File: src/sv/urid_pkg.sv
package urid_pkg;

  // Character codes
  localparam logic [7:0] CharPct   = 8'h25;
  localparam logic [7:0] CharPlus  = 8'h2B;
  localparam logic [7:0] CharSpace = 8'h20;
  localparam logic [7:0] CharLf    = 8'h0A;
  localparam logic [7:0] CharCr    = 8'h0D;

  // Line-break modes for decoded CR and LF
  localparam logic [1:0] LbKeep = 2'd0;
  localparam logic [1:0] LbLf   = 2'd1;
  localparam logic [1:0] LbCrlf = 2'd2;
  localparam logic [1:0] LbCr   = 2'd3;

  // Register index of line_break_mode
  localparam logic RegLineBreakMode = 1'b0;

  // Up to three result items caused by one input item
  typedef struct packed {
    logic [2:0][7:0] chars;   // chars[0] goes out first
    logic [1:0]      cnt;     // number of result items, 0 to 3
    logic            last;    // final item of the group carries tlast
    logic            marker;  // single end-only item without a character
  } res_grp_t;

  function automatic logic is_hex(input logic [7:0] c);
    return (c >= 8'h30 && c <= 8'h39) || (c >= 8'h61 && c <= 8'h66) ||
           (c >= 8'h41 && c <= 8'h46);
  endfunction

  function automatic logic [3:0] hex_val(input logic [7:0] c);
    logic [7:0] v;
    v = 8'h00;
    if (c >= 8'h30 && c <= 8'h39) begin
      v = c - 8'h30;
    end else if (c >= 8'h61 && c <= 8'h66) begin
      v = c - 8'h57;
    end else if (c >= 8'h41 && c <= 8'h46) begin
      v = c - 8'h37;
    end
    return v[3:0];
  endfunction

endpackage

File: src/sv/urid_esc.sv
module urid_esc import urid_pkg::*; (
  input  logic       clk_i,
  input  logic       rst_ni,
  input  logic [7:0] char_i,
  input  logic       last_i,
  input  logic [1:0] mode_i,
  input  logic       take_i,
  output res_grp_t   grp_o
);

  localparam logic [1:0] PhIdle = 2'd0;
  localparam logic [1:0] PhPct  = 2'd1;
  localparam logic [1:0] PhHex  = 2'd2;

  logic [1:0] phase_q, phase_d;
  logic [7:0] held_q, held_d;
  logic       cr_q, cr_d;

  logic            hex;
  logic [7:0]      code;
  logic            plain;
  logic [1:0]      n;
  logic [2:0][7:0] chars;
  logic            marker;

  assign hex  = is_hex(char_i);
  assign code = {hex_val(held_q), hex_val(char_i)};

  always_comb begin
    phase_d = phase_q;
    held_d  = held_q;
    cr_d    = cr_q;
    plain   = 1'b0;
    n       = 2'd0;
    chars   = '0;
    marker  = 1'b0;

    unique case (phase_q)
      PhPct: begin
        if (hex) begin
          phase_d = PhHex;
          held_d  = char_i;
        end else begin
          chars[n] = CharPct;
          n        = n + 2'd1;
          cr_d     = 1'b0;
          phase_d  = PhIdle;
          plain    = 1'b1;
        end
      end
      PhHex: begin
        phase_d = PhIdle;
        if (hex) begin
          if (code == CharLf) begin
            if (mode_i == LbKeep) begin
              chars[n] = CharLf;
              n        = n + 2'd1;
            end else if (!cr_q) begin
              if (mode_i == LbLf) begin
                chars[n] = CharLf;
                n        = n + 2'd1;
              end else if (mode_i == LbCrlf) begin
                chars[n] = CharCr;
                n        = n + 2'd1;
                chars[n] = CharLf;
                n        = n + 2'd1;
              end else begin
                chars[n] = CharCr;
                n        = n + 2'd1;
              end
            end
            cr_d = 1'b0;
          end else if (code == CharCr) begin
            if (mode_i == LbLf) begin
              chars[n] = CharLf;
              n        = n + 2'd1;
            end else if (mode_i == LbCrlf) begin
              chars[n] = CharCr;
              n        = n + 2'd1;
              chars[n] = CharLf;
              n        = n + 2'd1;
            end else begin
              chars[n] = CharCr;
              n        = n + 2'd1;
            end
            cr_d = 1'b1;
          end else begin
            chars[n] = code;
            n        = n + 2'd1;
            cr_d     = 1'b0;
          end
        end else begin
          // broken escape: hand back the percent sign and the held digit
          chars[n] = CharPct;
          n        = n + 2'd1;
          chars[n] = held_q;
          n        = n + 2'd1;
          cr_d     = 1'b0;
          plain    = 1'b1;
        end
      end
      default: begin
        plain = 1'b1;
      end
    endcase

    if (plain) begin
      if (char_i == CharPct) begin
        phase_d = PhPct;
      end else begin
        chars[n] = (char_i == CharPlus) ? CharSpace : char_i;
        n        = n + 2'd1;
        cr_d     = 1'b0;
      end
    end

    if (last_i) begin
      // flush a pending escape as literal text
      if (phase_d == PhPct) begin
        chars[n] = CharPct;
        n        = n + 2'd1;
      end else if (phase_d == PhHex) begin
        chars[n] = CharPct;
        n        = n + 2'd1;
        chars[n] = held_d;
        n        = n + 2'd1;
      end
      if (n == 2'd0) begin
        marker = 1'b1;
        n      = 2'd1;
      end
      phase_d = PhIdle;
      held_d  = 8'h00;
      cr_d    = 1'b0;
    end
  end

  always_ff @(posedge clk_i or negedge rst_ni) begin
    if (!rst_ni) begin
      phase_q <= PhIdle;
      held_q  <= 8'h00;
      cr_q    <= 1'b0;
    end else if (take_i) begin
      phase_q <= phase_d;
      held_q  <= held_d;
      cr_q    <= cr_d;
    end
  end

  assign grp_o.chars  = chars;
  assign grp_o.cnt    = n;
  assign grp_o.last   = last_i;
  assign grp_o.marker = marker;

  a_phase_legal: assert property (@(posedge clk_i) disable iff (!rst_ni)
    (phase_q == PhIdle || phase_q == PhPct || phase_q == PhHex))
    else $error("escape phase holds an unused code");

  a_last_clears: assert property (@(posedge clk_i) disable iff (!rst_ni)
    (take_i && last_i) |=> (phase_q == PhIdle && !cr_q && held_q == 8'h00))
    else $error("escape state not cleared after end of text");

  a_last_emits: assert property (@(posedge clk_i) disable iff (!rst_ni)
    (take_i && last_i) |-> (n != 2'd0))
    else $error("end of text produced no result item");

endmodule

File: src/sv/urid_obuf.sv
module urid_obuf import urid_pkg::*; (
  input  logic       clk_i,
  input  logic       rst_ni,
  input  res_grp_t   grp_i,
  input  logic       load_i,
  output logic       ready_o,
  output logic       m_axis_tvalid_o,
  input  logic       m_axis_tready_i,
  output logic [7:0] m_axis_tdata_o,   // [7:0] out_char
  output logic       m_axis_tuser_o,   // [0] char_valid
  output logic       m_axis_tlast_o    // out_last
);

  logic [2:0][7:0] ch_q;
  logic [1:0]      cnt_q;
  logic            last_q;
  logic            mk_q;
  logic            pop;
  logic            fill;

  assign pop     = (cnt_q != 2'd0) && m_axis_tready_i;
  assign ready_o = (cnt_q == 2'd0) || (cnt_q == 2'd1 && m_axis_tready_i);
  assign fill    = load_i && (grp_i.cnt != 2'd0);

  always_ff @(posedge clk_i or negedge rst_ni) begin
    if (!rst_ni) begin
      cnt_q  <= 2'd0;
      last_q <= 1'b0;
      mk_q   <= 1'b0;
    end else if (fill) begin
      cnt_q  <= grp_i.cnt;
      last_q <= grp_i.last;
      mk_q   <= grp_i.marker;
    end else if (pop) begin
      cnt_q <= cnt_q - 2'd1;
    end
  end

  // shift the next character down as each item leaves
  always_ff @(posedge clk_i) begin
    if (fill) begin
      ch_q <= grp_i.chars;
    end else if (pop) begin
      ch_q[0] <= ch_q[1];
      ch_q[1] <= ch_q[2];
    end
  end

  assign m_axis_tvalid_o = (cnt_q != 2'd0);
  assign m_axis_tdata_o  = mk_q ? 8'h00 : ch_q[0];
  assign m_axis_tuser_o  = !mk_q;
  assign m_axis_tlast_o  = last_q && (cnt_q == 2'd1);

  a_fill_when_free: assert property (@(posedge clk_i) disable iff (!rst_ni)
    fill |-> (cnt_q == 2'd0 || (cnt_q == 2'd1 && pop)))
    else $error("result group loaded over pending items");

  a_marker_alone: assert property (@(posedge clk_i) disable iff (!rst_ni)
    (cnt_q != 2'd0 && mk_q) |-> (cnt_q == 2'd1 && last_q))
    else $error("end-only item not alone or not last");

endmodule

File: src/sv/uri_percent_decoder.sv
// URI percent decoder: one text character in per item, zero to three characters out.
// An accepted item waits in the input register until the result register can take its
// group. Throughput: one item per cycle while each item yields at most one result and
// m_axis_tready is high; a multi-result item holds the result register until all leave.
// Reset (rst_ni low, asynchronous): no item held, no escape pending, line-break mode 0.
module uri_percent_decoder import urid_pkg::*; (
  input  logic        clk_i,
  input  logic        rst_ni,
  // configuration
  input  logic        psel,
  input  logic        penable,
  input  logic        pwrite,
  input  logic [2:0]  paddr,
  input  logic [31:0] pwdata,
  output logic [31:0] prdata,
  output logic        pready,
  // input text
  input  logic        s_axis_tvalid,
  output logic        s_axis_tready,
  input  logic [7:0]  s_axis_tdata,   // [7:0] in_char
  input  logic        s_axis_tlast,   // in_last
  // decoded text
  output logic        m_axis_tvalid,
  input  logic        m_axis_tready,
  output logic [7:0]  m_axis_tdata,   // [7:0] out_char
  output logic        m_axis_tuser,   // [0] char_valid
  output logic        m_axis_tlast    // out_last
);

  logic [1:0] mode_q;
  logic       in_vld_q;
  logic [7:0] in_char_q;
  logic       in_last_q;
  logic       obuf_ready;
  logic       adv;
  logic       s_acc;
  res_grp_t   grp;

  // Register file: one register, line_break_mode at byte address 0.
  assign pready = 1'b1;
  assign prdata = (paddr[2] == RegLineBreakMode) ? {30'd0, mode_q} : 32'd0;

  always_ff @(posedge clk_i or negedge rst_ni) begin
    if (!rst_ni) begin
      mode_q <= LbKeep;
    end else if (psel && penable && pwrite && paddr[2] == RegLineBreakMode) begin
      mode_q <= pwdata[1:0];
    end
  end

  // Input register: advance into the decoder whenever the output side can
  // take the whole result group of the held item.
  assign adv           = in_vld_q && obuf_ready;
  assign s_axis_tready = !in_vld_q || adv;
  assign s_acc         = s_axis_tvalid && s_axis_tready;

  always_ff @(posedge clk_i or negedge rst_ni) begin
    if (!rst_ni) begin
      in_vld_q <= 1'b0;
    end else if (s_axis_tready) begin
      in_vld_q <= s_axis_tvalid;
    end
  end

  always_ff @(posedge clk_i) begin
    if (s_acc) begin
      in_char_q <= s_axis_tdata;
      in_last_q <= s_axis_tlast;
    end
  end

  // Escape tracking and line-break rewrite for the held item.
  urid_esc u_esc (
    .clk_i  (clk_i),
    .rst_ni (rst_ni),
    .char_i (in_char_q),
    .last_i (in_last_q),
    .mode_i (mode_q),
    .take_i (adv),
    .grp_o  (grp)
  );

  // Result register: hold the group and hand out one item per cycle while m_axis_tready is high.
  urid_obuf u_obuf (
    .clk_i           (clk_i),
    .rst_ni          (rst_ni),
    .grp_i           (grp),
    .load_i          (adv),
    .ready_o         (obuf_ready),
    .m_axis_tvalid_o (m_axis_tvalid),
    .m_axis_tready_i (m_axis_tready),
    .m_axis_tdata_o  (m_axis_tdata),
    .m_axis_tuser_o  (m_axis_tuser),
    .m_axis_tlast_o  (m_axis_tlast)
  );

  a_hold_item: assert property (@(posedge clk_i) disable iff (!rst_ni)
    (in_vld_q && !adv) |=> (in_vld_q && $stable(in_char_q) && $stable(in_last_q)))
    else $error("held input item lost or changed while stalled");

endmodule
File: config.mk
export PLATFORM = sky130hd
export DESIGN_NAME = uri_percent_decoder
export DESIGN_NICKNAME = d
export VERILOG_FILES = /design/src/sv/urid_pkg.sv /design/src/sv/urid_esc.sv /design/src/sv/urid_obuf.sv /design/src/sv/uri_percent_decoder.sv
export SDC_FILE = /design/constraint.sdc
export NUM_CORES = 1
export LEC_CHECK = 0
export ABC_AREA = 0
export BUFFER_PORTS_ARGS = -buffer_cell sky130_fd_sc_hd__buf_4
export CAP_MARGIN = 15
export CORE_ASPECT_RATIO = 0.8
export CORE_MARGIN = 3
export CORE_UTILIZATION = 55
export DETAILED_ROUTE_END_ITERATION = 10
export HOLD_SLACK_MARGIN = 0.02
export PLACE_DENSITY = 0.82
export SYNTH_ARGS = -nofsm -noshare
export SYNTH_HDL_FRONTEND = slang
export SYNTH_SLANG_ARGS = --single-unit
File: constraint.sdc
create_clock -name clk_i -period 9.6 [get_ports clk_i]
set_input_delay 1.44 -clock clk_i [delete_from_list [all_inputs] [get_ports clk_i]]
set_output_delay 1.44 -clock clk_i [all_outputs]
set_load 0.02 [all_outputs]
# Word-level counts from Yosys, hierarchy flattened
# Index checks and enable logic that the tools add are counted.
[totals]
out_inout_bits = 45
reg_bits = 51
word_cells = 162
[classes]
add_sub_neg = 10
n_reduce_logical = 31
eq_ne = 11
bitwise_logic = 4
n_lt_le_gt_ge = 18
muxes = 75
[op_table]
columns = ["op", "n"]
rows = [
  ["two-way mux 24 bit", 5],
  ["two-way mux 8 bit", 14],
  ["two-way mux 16 bit", 5],
  ["bitwise mux 24 bit", 2],
  ["demux 8 bit (select 2 bit)", 3],
  ["two-way mux 2 bit", 21],
  ["greater-or-equal comparator 8 x 7 -> 1 bit, second input constant", 4],
  ["<= comparator 8 x 7 -> 1 bit, second input constant", 4],
  ["two-way mux 4 bit", 7],
  ["logical AND 1 bit", 18],
  ["== test 8 x 4 -> 1 bit, second input constant", 2],
  ["== test 8 x 6 -> 1 bit, second input constant", 2],
  ["greater-or-equal comparator 8 x 6 -> 1 bit, second input constant", 2],
  ["<= comparator 8 x 6 -> 1 bit, second input constant", 2],
  ["case mux 8 bit (2 select lines)", 1],
  ["subtractor 4 x 3 -> 4 bit, second input constant", 4],
  ["AND 15 bit", 1],
  ["NOT 15 bit", 1],
  ["two-way mux 1 bit", 12],
  ["< comparator 2 x 3 -> 1 bit, second input constant", 3],
  ["bitwise OR 9 bit", 1],
  ["== test 2 x 1 -> 1 bit, second input constant", 4],
  ["case mux 2 bit (2 select lines)", 2],
  ["subtractor 4 x 1 -> 4 bit, second input constant", 2],
  ["13 further kinds", 27],
]

# Depth between registers and ports, before layout
# Gate-level depths: netlist of the first run.
[depth]
word_depth = 24
mapped_depth = 23
ltp_nobuf = 21

# By module
# From an unflattened synthesis of the first run, not the netlist that was laid out.
[unflattened]
hier_cells = 437
area_unflattened_um2 = 4100.2
[by_module_without_submodules]
columns = ["mod", "cells_per_inst", "seq_area_each_um2", "area_per_inst_um2", "instances"]
rows = [
  ["urid_esc", 308, 275.3, 2199.6, 1],
  ["urid_obuf", 75, 820.8, 1218.7, 1],
  ["uri_percent_decoder", 54, 345.3, 681.9, 1],
]

# Least setup slack after synthesis of the first run
# No wires, ideal clock.
[synth_timing]
kind = "reg-to-reg"
startpoint = "reg in_char_q[0]"
endpoint = "reg u_obuf.ch_q[0] (netlist name) (enable)"
path_stages_with_launch = 22
path_slack_ps = 4595
period_less_slack_ps = 5005
arrival_time_ps = 4588
required_time_ps = 9183
cell_sequence = "edfxtp_1 > clkbuf_1 > inv_1 > ha_1 > nor3b_1 > nor2_1 > a32oi_1 > nand4_1 > a21oi_4 > nor2_1 > nor2_1 > ha_1 > a22oi_1 > nand2b_1 > inv_1 > ha_1 > nor2_1 > a211o_1 > o311ai_0 > a21oi_1 > o2111ai_4 > nand3_1"
[synth_via]
elab_chain_cells = 24
word_cells_on_any_way = 47
cone_classes = "6 x add/sub; 6 x order compare; 5 x eq/ne; 21 x mux; 9 x reduce/logical"
[synth_rtl]
columns = ["item", "line_no", "source"]
rows = [
  ["start, declared", "uri_percent_decoder.sv:32", "logic [7:0] in_char_q;"],
  ["start signal, assigned", "uri_percent_decoder.sv:67", "in_char_q <= s_axis_tdata;"],
  ["greater-or-equal comparator 8 x 7 -> 1 bit / <= comparator 8 x 7 -> 1 bit (equally long branches)", "urid_pkg.sv:29, urid_pkg.sv:39", ""],
  ["logical AND 1 bit", "urid_pkg.sv:29, urid_pkg.sv:39", ""],
  ["two-way mux 4 bit", "urid_pkg.sv:39", "end else if (c >= 8'h41 && c <= 8'h46) begin"],
  ["two-way mux 4 bit", "urid_pkg.sv:37", "end else if (c >= 8'h61 && c <= 8'h66) begin"],
  ["two-way mux 4 bit", "urid_pkg.sv:35", "if (c >= 8'h30 && c <= 8'h39) begin"],
  ["== test 8 x 4 -> 1 bit", "urid_esc.sv:73", "end else if (code == CharCr) begin"],
  ["two-way mux 2 bit", "urid_esc.sv:73", ""],
  ["two-way mux 2 bit", "urid_esc.sv:54", "if (code == CharLf) begin"],
  ["[... 8 more ...]", "-", ""],
  ["two-way mux 2 bit", "urid_esc.sv:119", "if (phase_d == PhPct) begin"],
  ["two-way mux 2 bit", "urid_esc.sv:117", "if (last_i) begin"],
  ["zero test 2 bit", "urid_esc.sv:128", "if (n == 2'd0) begin"],
  ["two-way mux 2 bit", "urid_esc.sv:128", ""],
  ["two-way mux 2 bit *", "urid_esc.sv:117", ""],
  ["nonzero test 2 bit *", "urid_obuf.sv:23", "assign fill = load_i && (grp_i.cnt != 2'd0);"],
  ["logical AND 1 bit *", "urid_obuf.sv:23", ""],
  ["nonzero test 2 bit (no source line) *", "-", ""],
  ["end signal, assigned", "urid_obuf.sv:42", "ch_q <= grp_i.chars;"],
  ["end, declared", "urid_obuf.sv:14", "logic [2:0][7:0] ch_q;"],
]
# Every way passes the cells marked *; elsewhere a longest branch is shown, timed or not. The select of a mux whose other input is x is not followed.
# A chain may end at the register's enable or synchronous reset.

# Final worst setup path of the first run
[layout_timing]
startpoint = "reg in_char_q[0]"
endpoint = "reg u_obuf.ch_q[14] (netlist name) (enable)"
# Same word-level chain as after synthesis.

==> summary by stage, run 1 <==
Status
The run finished with clean final reports.

Routing
After detailed routing, the number of remaining DRC violations is 0. The number of nets with antenna violations after detailed routing is 0. The routed length per placed instance is 18.5 um. After detailed routing, the number of vias per cell comes to 6.26. For this block, the routed nets add up to 10000 um of wire.

The starting DRC count in detailed routing is 563. The final route contains 3401 vias. The number of iterations in the first detailed-routing pass is 5.

GRT
The total congestion overflow after global routing is 0. The via count of the first global-routing pass was 3070. The initial antenna violation count is 0. Across every metal layer, demand over resource in global routing totals 23.7%. Entering global routing, the biggest net connects 26 pins. The global-route wire length before repair is 15900 um.

CTS
The insertion delay to the later sink of the worst-skew pair is 0.31 ns. The number of buffers inserted for hold repair after clock tree synthesis is 0. Once the clock tree was built, the resizer swapped 0 gates to a different size.

The total clock sinks is 51. In this run, CTS created clock tree buffers numbering 5. The clock transition at the registers of the reported paths is 0.09 ns. The clock root buffer is clkbuf_8. The clock tree from TritonCTS is yes.

The number of setup buffers added after CTS is 0. The number of H-tree branching levels is 2. The largest buffer count on any clock path is 2.

Finish
The final layout net count is 527. The filler cell count in the final layout is 612. The final design instance area without fill is 0.00431 mm2. The number of diodes is 0.

The sequential cell area in the final layout is 0.00144 mm2. The total area of multi-input combinational cells is 0.00236 mm2. In the final layout, the share of cells above drive strength 1 is 16.4%. The area overhead of the layout relative to synthesis is 5.91%.

Placement
The count of buffers inserted at the top-level ports is 32. Detailed placement finished with a half-perimeter wire length of 7670 um. At the end of routability-driven placement, the weighted congestion stood at 0.996. The standard cell area after detailed placement is 0.00422 mm2.

Yosys
Summing every instance area after synthesis gives 0.00407 mm2. The number of warning messages in the yosys log is 0. Among all flip-flop cells after synthesis, the most frequent one is edfxtp_1. The synthesized netlist devotes 20.5% of its cell area to compound gates. The number of synthesized flops with an enable pin is 33. Of the total synthesized cell area, the portion taken by AND, OR, NAND and NOR gates is 20.4%. After synthesis, the mean cell area works out to 9.39 um2. The parity-gate share of the synthesized area counting xor and xnor cells is 0.646%.

In the synthesized netlist, mux cells make up 7.20% of the area. The number of synthesized register bits is 51. The arithmetic-cell share of the synthesized area counting full adders, half adders and majority gates is 6.46%. The number of distinct standard cells referenced by the synthesized netlist is 68. The cell count after synthesis came out at 433. Summing the sequential cell areas from Yosys gives 35.4% of the chip area. By area, the combinational part of the netlist is dominated by compound AO/OA/AOI/OAI gates. The async set-reset flop share out of synthesis is 35.3%.

Floorplanning
From bottom edge to top edge, the die measures 82.9 um. The row count is 27. In this run the count of I/O pins placed on the die edge is 96. The overall die width is 102 um. The core region is 0.00703 mm2.

The die covers 0.00847 mm2. The initial core utilization is 57.9%.

Min path
The startpoint identified for the worst hold timing path is u_obuf.last_q. The kind of path behind the tightest hold check is reg -> reg. Counting instances, the worst hold path has a depth of 2. The path with the worst hold slack has its endpoint at u_obuf.last_q.

Timing
The final count of pins violating max slew is 0. Adding up every negative setup slack in the final design gives 0 ns. The post-route fraction of the period consumed by the critical path is 64.4%.

The count of endpoints failing setup in the final report is 0. The hold violation total from the final report is 0. The pin slew with the least headroom to its limit is 0.933 ns.

Setup repair after global routing left no endpoint under its margin. Timing would allow up to 162 MHz. The normalized max-slew margin is 37.7%.

The setup skew after layout is 0.00666 ns. The clock period could shrink to 6.19 ns.

Setup path
Along the worst path, the maximum fanout reaches 16. The setup slack of the worst register-to-register path is 3.41 ns. The category of the worst setup path launch point is a flip-flop. The cell family with the largest share of critical-path delay is simple AND/OR/NAND/NOR gates. The worst setup path is of the reg -> reg kind. The critical path goes through inv_1 > ha_1 > nor3b_1 > nor2_1 > a32oi_1 > nand4_1 > a21oi_4 > nor2_1 > nor2_1 > ha_1 > a22oi_1 > nand2b_1 > inv_1 > ha_1 > nor2_1 > a211o_1 > o311ai_0 > a21oi_1 > o2111ai_4 > nand3_1. The endpoint identified for the worst register-to-register timing path is u_obuf.ch_q[14]. The slowest stage of the critical path belongs to the cell nand3_1. The origin of the critical flop-to-flop path is in_char_q[0]. Data on the critical path is required at its endpoint by 9.44 ns. The worst reg2reg path depth is 20. The number of buffers and inverters on the critical path is 2. The worst setup path is captured at a flip-flop. STA puts the critical path data arrival time at 6.02 ns.

The most numerous cell on the critical path is nor2_1. The largest single stage delay on the critical path is 0.66 ns.

Power
VDD sags by at most 204 uV. Power spread over the standard cell area amounts to 193 mW/mm2. Summed over all cells, the static leakage comes to 1.79 nW. Overall power consumption after layout is estimated at 0.832 mW.

Flow run
The reported max-cap violation count is 0.
[through the flow]
step | hold WS, ns | std cells | util [%] | worst slack [ns]
after floorplan | 0.461 | 462 | - | 4.59
after global placement | 0.490 | 535 | 60.1 | 3.79
after detailed placement | 0.505 | 535 | 60.1 | 3.56
after CTS | 0.528 | 543 | 61.3 | 3.52
after global routing | 0.569 | 543 | 61.3 | 2.92
final | 0.527 | 543 | 61.3 | 3.41
[worst register-to-register path: cells and delay by family, from the launching register on]
kind / cells / cell delay (ns)
AOI/OAI and AO/OA: 7 / 1.84
adders and majority gates: 3 / 0.70
buffers and inverters: 2 / 0.35
DFF: 1 / 0.57
and+or+nand+nor: 8 / 2.25
[synth_stat cells, drive strengths merged (9+ instances only)]
| cell type | count | share of area, % |
|---|---|---|
| nor2b | 16 | 2.5 |
| inv | 19 | 1.8 |
| a21oi | 24 | 3.3 |
| o22ai | 13 | 2.0 |
| clkbuf | 11 | 1.0 |
| nand2b | 9 | 1.4 |
| o21ai | 27 | 3.3 |
| edfxtp | 33 | 24 |
| buf | 35 | 6.4 |
| dfrtp | 18 | 11 |
| nand3 | 13 | 1.6 |
| nand2 | 29 | 2.9 |
| nor2 | 32 | 3.0 |
| mux2 | 18 | 5.7 |
| ha | 21 | 6.5 |
[cells in the final DEF, fill, tap and decap left out, drive strengths merged, types with 4 or more instances in the layout]
master / synthesis / layout
edfxtp: 33 / 33
nand2: 29 / 29
nor2b: 16 / 16
clkbuf: 11 / 6
o21bai: 4 / 4
nor3b: 7 / 7
and3: 7 / 7
mux2: 18 / 18
nand4: 4 / 4
or2: 5 / 5
nand2b: 9 / 9
and2: 5 / 5
buf: 35 / 32
o211ai: 5 / 5
nor2: 32 / 32
o21ai: 27 / 27
o21a: 5 / 5
nor3: 7 / 7
a221oi: 4 / 4
a21oi: 24 / 24
o2bb2ai: 4 / 4
ha: 21 / 21
mux2i: 6 / 6
inv: 19 / 19
o221ai: 5 / 5
a22oi: 8 / 8
dfrtp: 18 / 18
conb: 2 / 31
nand3: 13 / 13
o22ai: 13 / 13
[flip-flops by register name (all words and copies together), names as in the netlist]
name / flops
in_char_q: 8
in_last_q: 1
in_vld_q: 1
mode_q: 2
u_esc.cr_q: 1
u_esc.held_q: 8
u_esc.phase_q: 2
u_obuf.ch_q: 24
u_obuf.cnt_q: 2
u_obuf.last_q: 1
u_obuf.mk_q: 1
[final cells by class]
cell class	count	share of cell area (%)
clock buffers	6	1.69
flip-flops and latches	51	33.5
repair buffers	32	5.58
multi-input cells	346	54.8
clock inverters	2	0.291
inverters	19	1.66
well taps	87	2.53
[kinds of logic (layout without fill, tap and decap cells)]
kind of cell	Yosys count	after routing
compound gates	118	118
xor+xnor	3	3
fa+ha+maj	21	21
buf+inv	65	59
flops	51	51
mux	24	24
other cells	2	31
simple gates	149	149
[how the worst max path moves through the flow]
stage                 endpoint          from  cells after the start
2_1_floorplan   u_obuf.ch_q[0]  in_char_q[0]                     21
3_3_place_gp    u_obuf.ch_q[4]  in_char_q[0]                     20
3_5_place_dp    u_obuf.ch_q[6]  in_char_q[0]                     20
4_1_cts        u_obuf.ch_q[14]  in_char_q[0]                     20
5_1_grt        u_obuf.ch_q[14]  in_char_q[0]                     20
6_report       u_obuf.ch_q[14]  in_char_q[0]                     20
[power breakdown]
part / switching [mW] / total [mW] / internal [mW] / leakage (nW)
registers: 0.0389 / 0.368 / 0.329 / 0.566
logic: 0.195 / 0.340 / 0.145 / 1.19
clock network: 0.0728 / 0.124 / 0.0511 / 0.0412
total: 0.307 / 0.832 / 0.525 / 1.79
[per-layer routing]
metal	share of wire, %	routed length [um]	vias up	global-route usage [%]
met5	0	0	-	0
met4	2.4	238	0	7.75
met3	11	1120	21	3.78
met2	43	4270	211	34.0
met1	44	4400	1592	36.3
li1	-	-	1577	-
(Power assumes the default switching activity.)
==> run 2, diff against run 1 <==
- CORE_UTILIZATION: 55 -> 50
- PLACE_DENSITY: 0.82 -> 0.79
- clock period: 9.6 -> 5.3 ns (I/O delays scaled with it)
==> run 2 against run 1 <==
- clock power increased to 2.6 times the previous value
- sequential share of layout area is 2.0 points lower
- combinational power is 110% higher
- critical endpoint is now u_obuf.ch_q[13]
==> summary by stage, run 2 (synthesis results as in run 1) <==
CTS
The number of clock buffers inserted by TritonCTS is 5 (unchanged). CTS placed an instance of clkbuf_8 at the clock tree root. The number of H-tree branching levels is 2 (unchanged). The number of buffers inserted for hold repair after clock tree synthesis is 0 (unchanged). TritonCTS built the clock tree. The largest buffer count on any clock path came to 2 (unchanged). The insertion delay to the later sink of the worst-skew pair is 0.31 ns (about the same). The total clock sinks is 51 (unchanged). The clock transition at the registers of the reported paths came to 0.10 ns (about the same).

Setup path
The longest individual stage delay on the worst path came to 0.46 ns (-0.20 ns). The slowest stage of the critical path belongs to the cell or3b_2. The data required time at the worst endpoint is 5.36 ns (-4.08 ns). The category of the worst setup path launch point is a flip-flop. Traced cell by cell, the critical path runs through inv_1 > ha_1 > or3b_2 > a21oi_1 > or2_2 > nand4_1 > a21oi_4 > nor2_1 > nor2_1 > ha_1 > a22oi_2 > nand2b_1 > inv_1 > ha_1 > nor2_1 > a211o_1 > o311ai_0 > a21oi_1 > o2111ai_4 > nand2_8 > mux2_4. The origin of the critical flop-to-flop path is in_char_q[0].

The largest driver fanout on the critical path is 20 (+4). The type of the worst setup path is reg -> reg. The worst reg2reg path depth was 21 (+5.0%).

The element type at the critical path end is a flip-flop. The reg-to-reg critical path endpoint is u_obuf.ch_q[13]. The arrival time of the worst setup path was 5.06 ns (-0.96 ns). The setup slack of the worst register-to-register path is 0.30 ns (-3.11 ns).

Floorplanning
The die outline area is 0.00926 mm2 (+9.3%). The overall die width is 107 um (+4.6%). The row count is 28 (+3.7%). The initial core utilization came to 53.2% (-4.6 points). The height of the die came to 86.7 um (+4.5%).

The total I/O pin count is 96 (unchanged). The floorplan core area is 0.00764 mm2 (+8.7%).

Timing
The smallest setup slack after layout is 0.299 ns (-3.11 ns). The count of endpoints failing setup in the final report is 0 (unchanged). The pin slew with the least headroom to its limit is 0.920 ns (-0.0129 ns). The worst hold slack across all endpoints is 0.353 ns (-0.174 ns). The setup skew after layout is 0.0103 ns (+0.00367 ns). The final count of pins violating max slew is 0 (unchanged). The post-route fraction of the period consumed by the critical path is 94.4% (+30 points).

The hold violation total from the final report is 0 (unchanged). The normalized max-slew margin is 38.6% (+0.86 points). The upper clock frequency limit came to 200 MHz (+24%).

Setup repair after global routing left no endpoint under its margin. The minimum clock period after layout is 5.00 ns (-1.19 ns). The setup TNS came to 0 ns (unchanged).

Finish
The core occupancy in the finished layout is 59.9% (-1.4 points). The final layout net count is 550 (+4.4%). The number of diodes is 0 (unchanged).

The final design instance area without fill is 0.00458 mm2 (+6.3%). The filler cell count in the final layout was 674 (+10%). The flip-flop count of the largest register after layout is 24 (unchanged). The largest register by flop count is u_obuf.ch_q. The total area of multi-input combinational cells came to 0.00238 mm2 (+1.0%). The non-filler instance count after layout is 584 (+7.6%).

Leaving out fill and tap cells, the most frequent cell in the layout is buf_4. In the final layout, the registers with the most flip-flops are u_obuf.ch_q: 24 flops, in_char_q: 8 flops, u_esc.held_q: 8 flops. The sequential cell area in the final layout is 0.00144 mm2 (unchanged).

The fraction of layout instances using a drive strength above 1 is 21.3% (+4.8 points). The top cell types in the final layout, fill and taps aside, are buf_4 (55), edfxtp_1 (33), nor2_1 (32), conb_1 (31), nand2_1 (28). Compared with the post-synthesis result, the final layout area differs by 12.6%.

Power
The portion of total power attributed to combinational logic was 42.3% (+1.4 points). The sequential share of power came to 38.4% (-5.8 points). The net load switching power is 0.580 mW (+89%). The total internal power is 1.10 mW (+110%). The clock group share of total power was 19.3% (+4.4 points). The power density over the cells is 366 mW/mm2 (+89%).

The share of total power consumed by net switching was 34.6% (-2.3 points). The overall power of the completed layout is 1.68 mW (+100%). The static leakage came to 1.93 nW (+7.7%). The largest vdd supply drop is 274 uV (+34%).

GRT
The via count of the first global-routing pass is 3288 (+7.1%). The total congestion overflow after global routing is 0 (unchanged). The total routing usage reported by global routing came to 22.6% (-1.1 points).

The maximum number of pins on one net before global-route repair is 21 (-19%). The initial antenna violation count is 0 (unchanged). The global-route wire length before repair is 16500 um (+3.7%).

Placement
The count of buffers inserted at the top-level ports is 32 (unchanged). The half-perimeter wire length after detailed placement is 8090 um (+5.5%). The worst setup timing slack at the placement stage is 0.178 ns (-3.38 ns). The final weighted congestion in routability-driven placement is 1.06 (+6.1%). The standard cell area after detailed placement is 0.00439 mm2 (+4.1%).

The placed cell count came to 573 (+7.1%).

Routing
The final routed DRC violation total is 0 (unchanged). The number of nets with antenna violations after detailed routing is 0 (unchanged). The count of vias placed by the detailed router is 3484 (+2.4%). The routed length per placed instance came to 18.0 um (-2.5%). The starting DRC count in detailed routing was 457 (-19%). The total detailed-routing wirelength is 10500 um (+4.8%). The number of iterations in the first detailed-routing pass was 5 (unchanged). The via count normalized by instance count came to 5.97 (-4.8%).

Status
The run finished with clean final reports.

Min path
The min-delay analysis places its worst path in the category in -> async.

Flow run
The reported max-cap violation count is 0 (unchanged).
-- run 2: per-layer routing --
layer	GRT usage [%]	routed length (um)	vias to the layer above
met3	5.21	1100	31
met5	0	0	-
met1	31.7	4530	1622
met2	35.9	4610	201
met4	4.99	259	0
li1	-	-	1630
-- run 2: how the worst max path moves through the flow --
stage / start / to / slack [ns] / cells after the start
2_1_floorplan: in_char_q[0] / u_obuf.ch_q[0] / 0.29 / 21
3_3_place_gp: in_char_q[0] / u_obuf.ch_q[8] / 0.25 / 21
3_5_place_dp: u_esc.held_q[1] / u_obuf.ch_q[15] / 0.18 / 21
4_1_cts: in_char_q[0] / u_obuf.ch_q[8] / 0.14 / 21
5_1_grt: in_char_q[0] / u_obuf.ch_q[3] / 0.01 / 22
6_report: in_char_q[0] / u_obuf.ch_q[13] / 0.30 / 21
-- run 2: cell type report --
| class | instances | share of cell area, % |
|---|---|---|
| clock buffers | 5 | 1.50 |
| clock inverters | 3 | 1.48 |
| inverters | 19 | 1.56 |
| multi-input cells | 346 | 52.1 |
| flip-flops and latches | 51 | 31.5 |
| well taps | 105 | 2.87 |
| repair buffers | 55 | 9.02 |
-- run 2: repair_timing --
item,4_1_cts,5_1_grt
setup buffers,0,3
endpoints found under the setup margin,0,45
resized for setup,0,5
-- run 2: critical path: cells and delay by family, from the launching register on --
family / cells / cell delay (ns)
simple gates: 8 / 1.44
flops: 1 / 0.44
mux: 1 / 0.34
buf+inv: 2 / 0.22
compound gates: 7 / 1.55
fa+ha+maj: 3 / 0.73
-- run 2: power by group through the flow --
stage	sequential (mW)	clock, mW	combinational, mW
finish	0.643	0.324	0.709
global route	0.659	0.340	0.757
CTS	0.648	0.329	0.686
detailed placement	0.657	0	0.682
global placement	0.647	0	0.664
floorplan	0.636	0	0.490
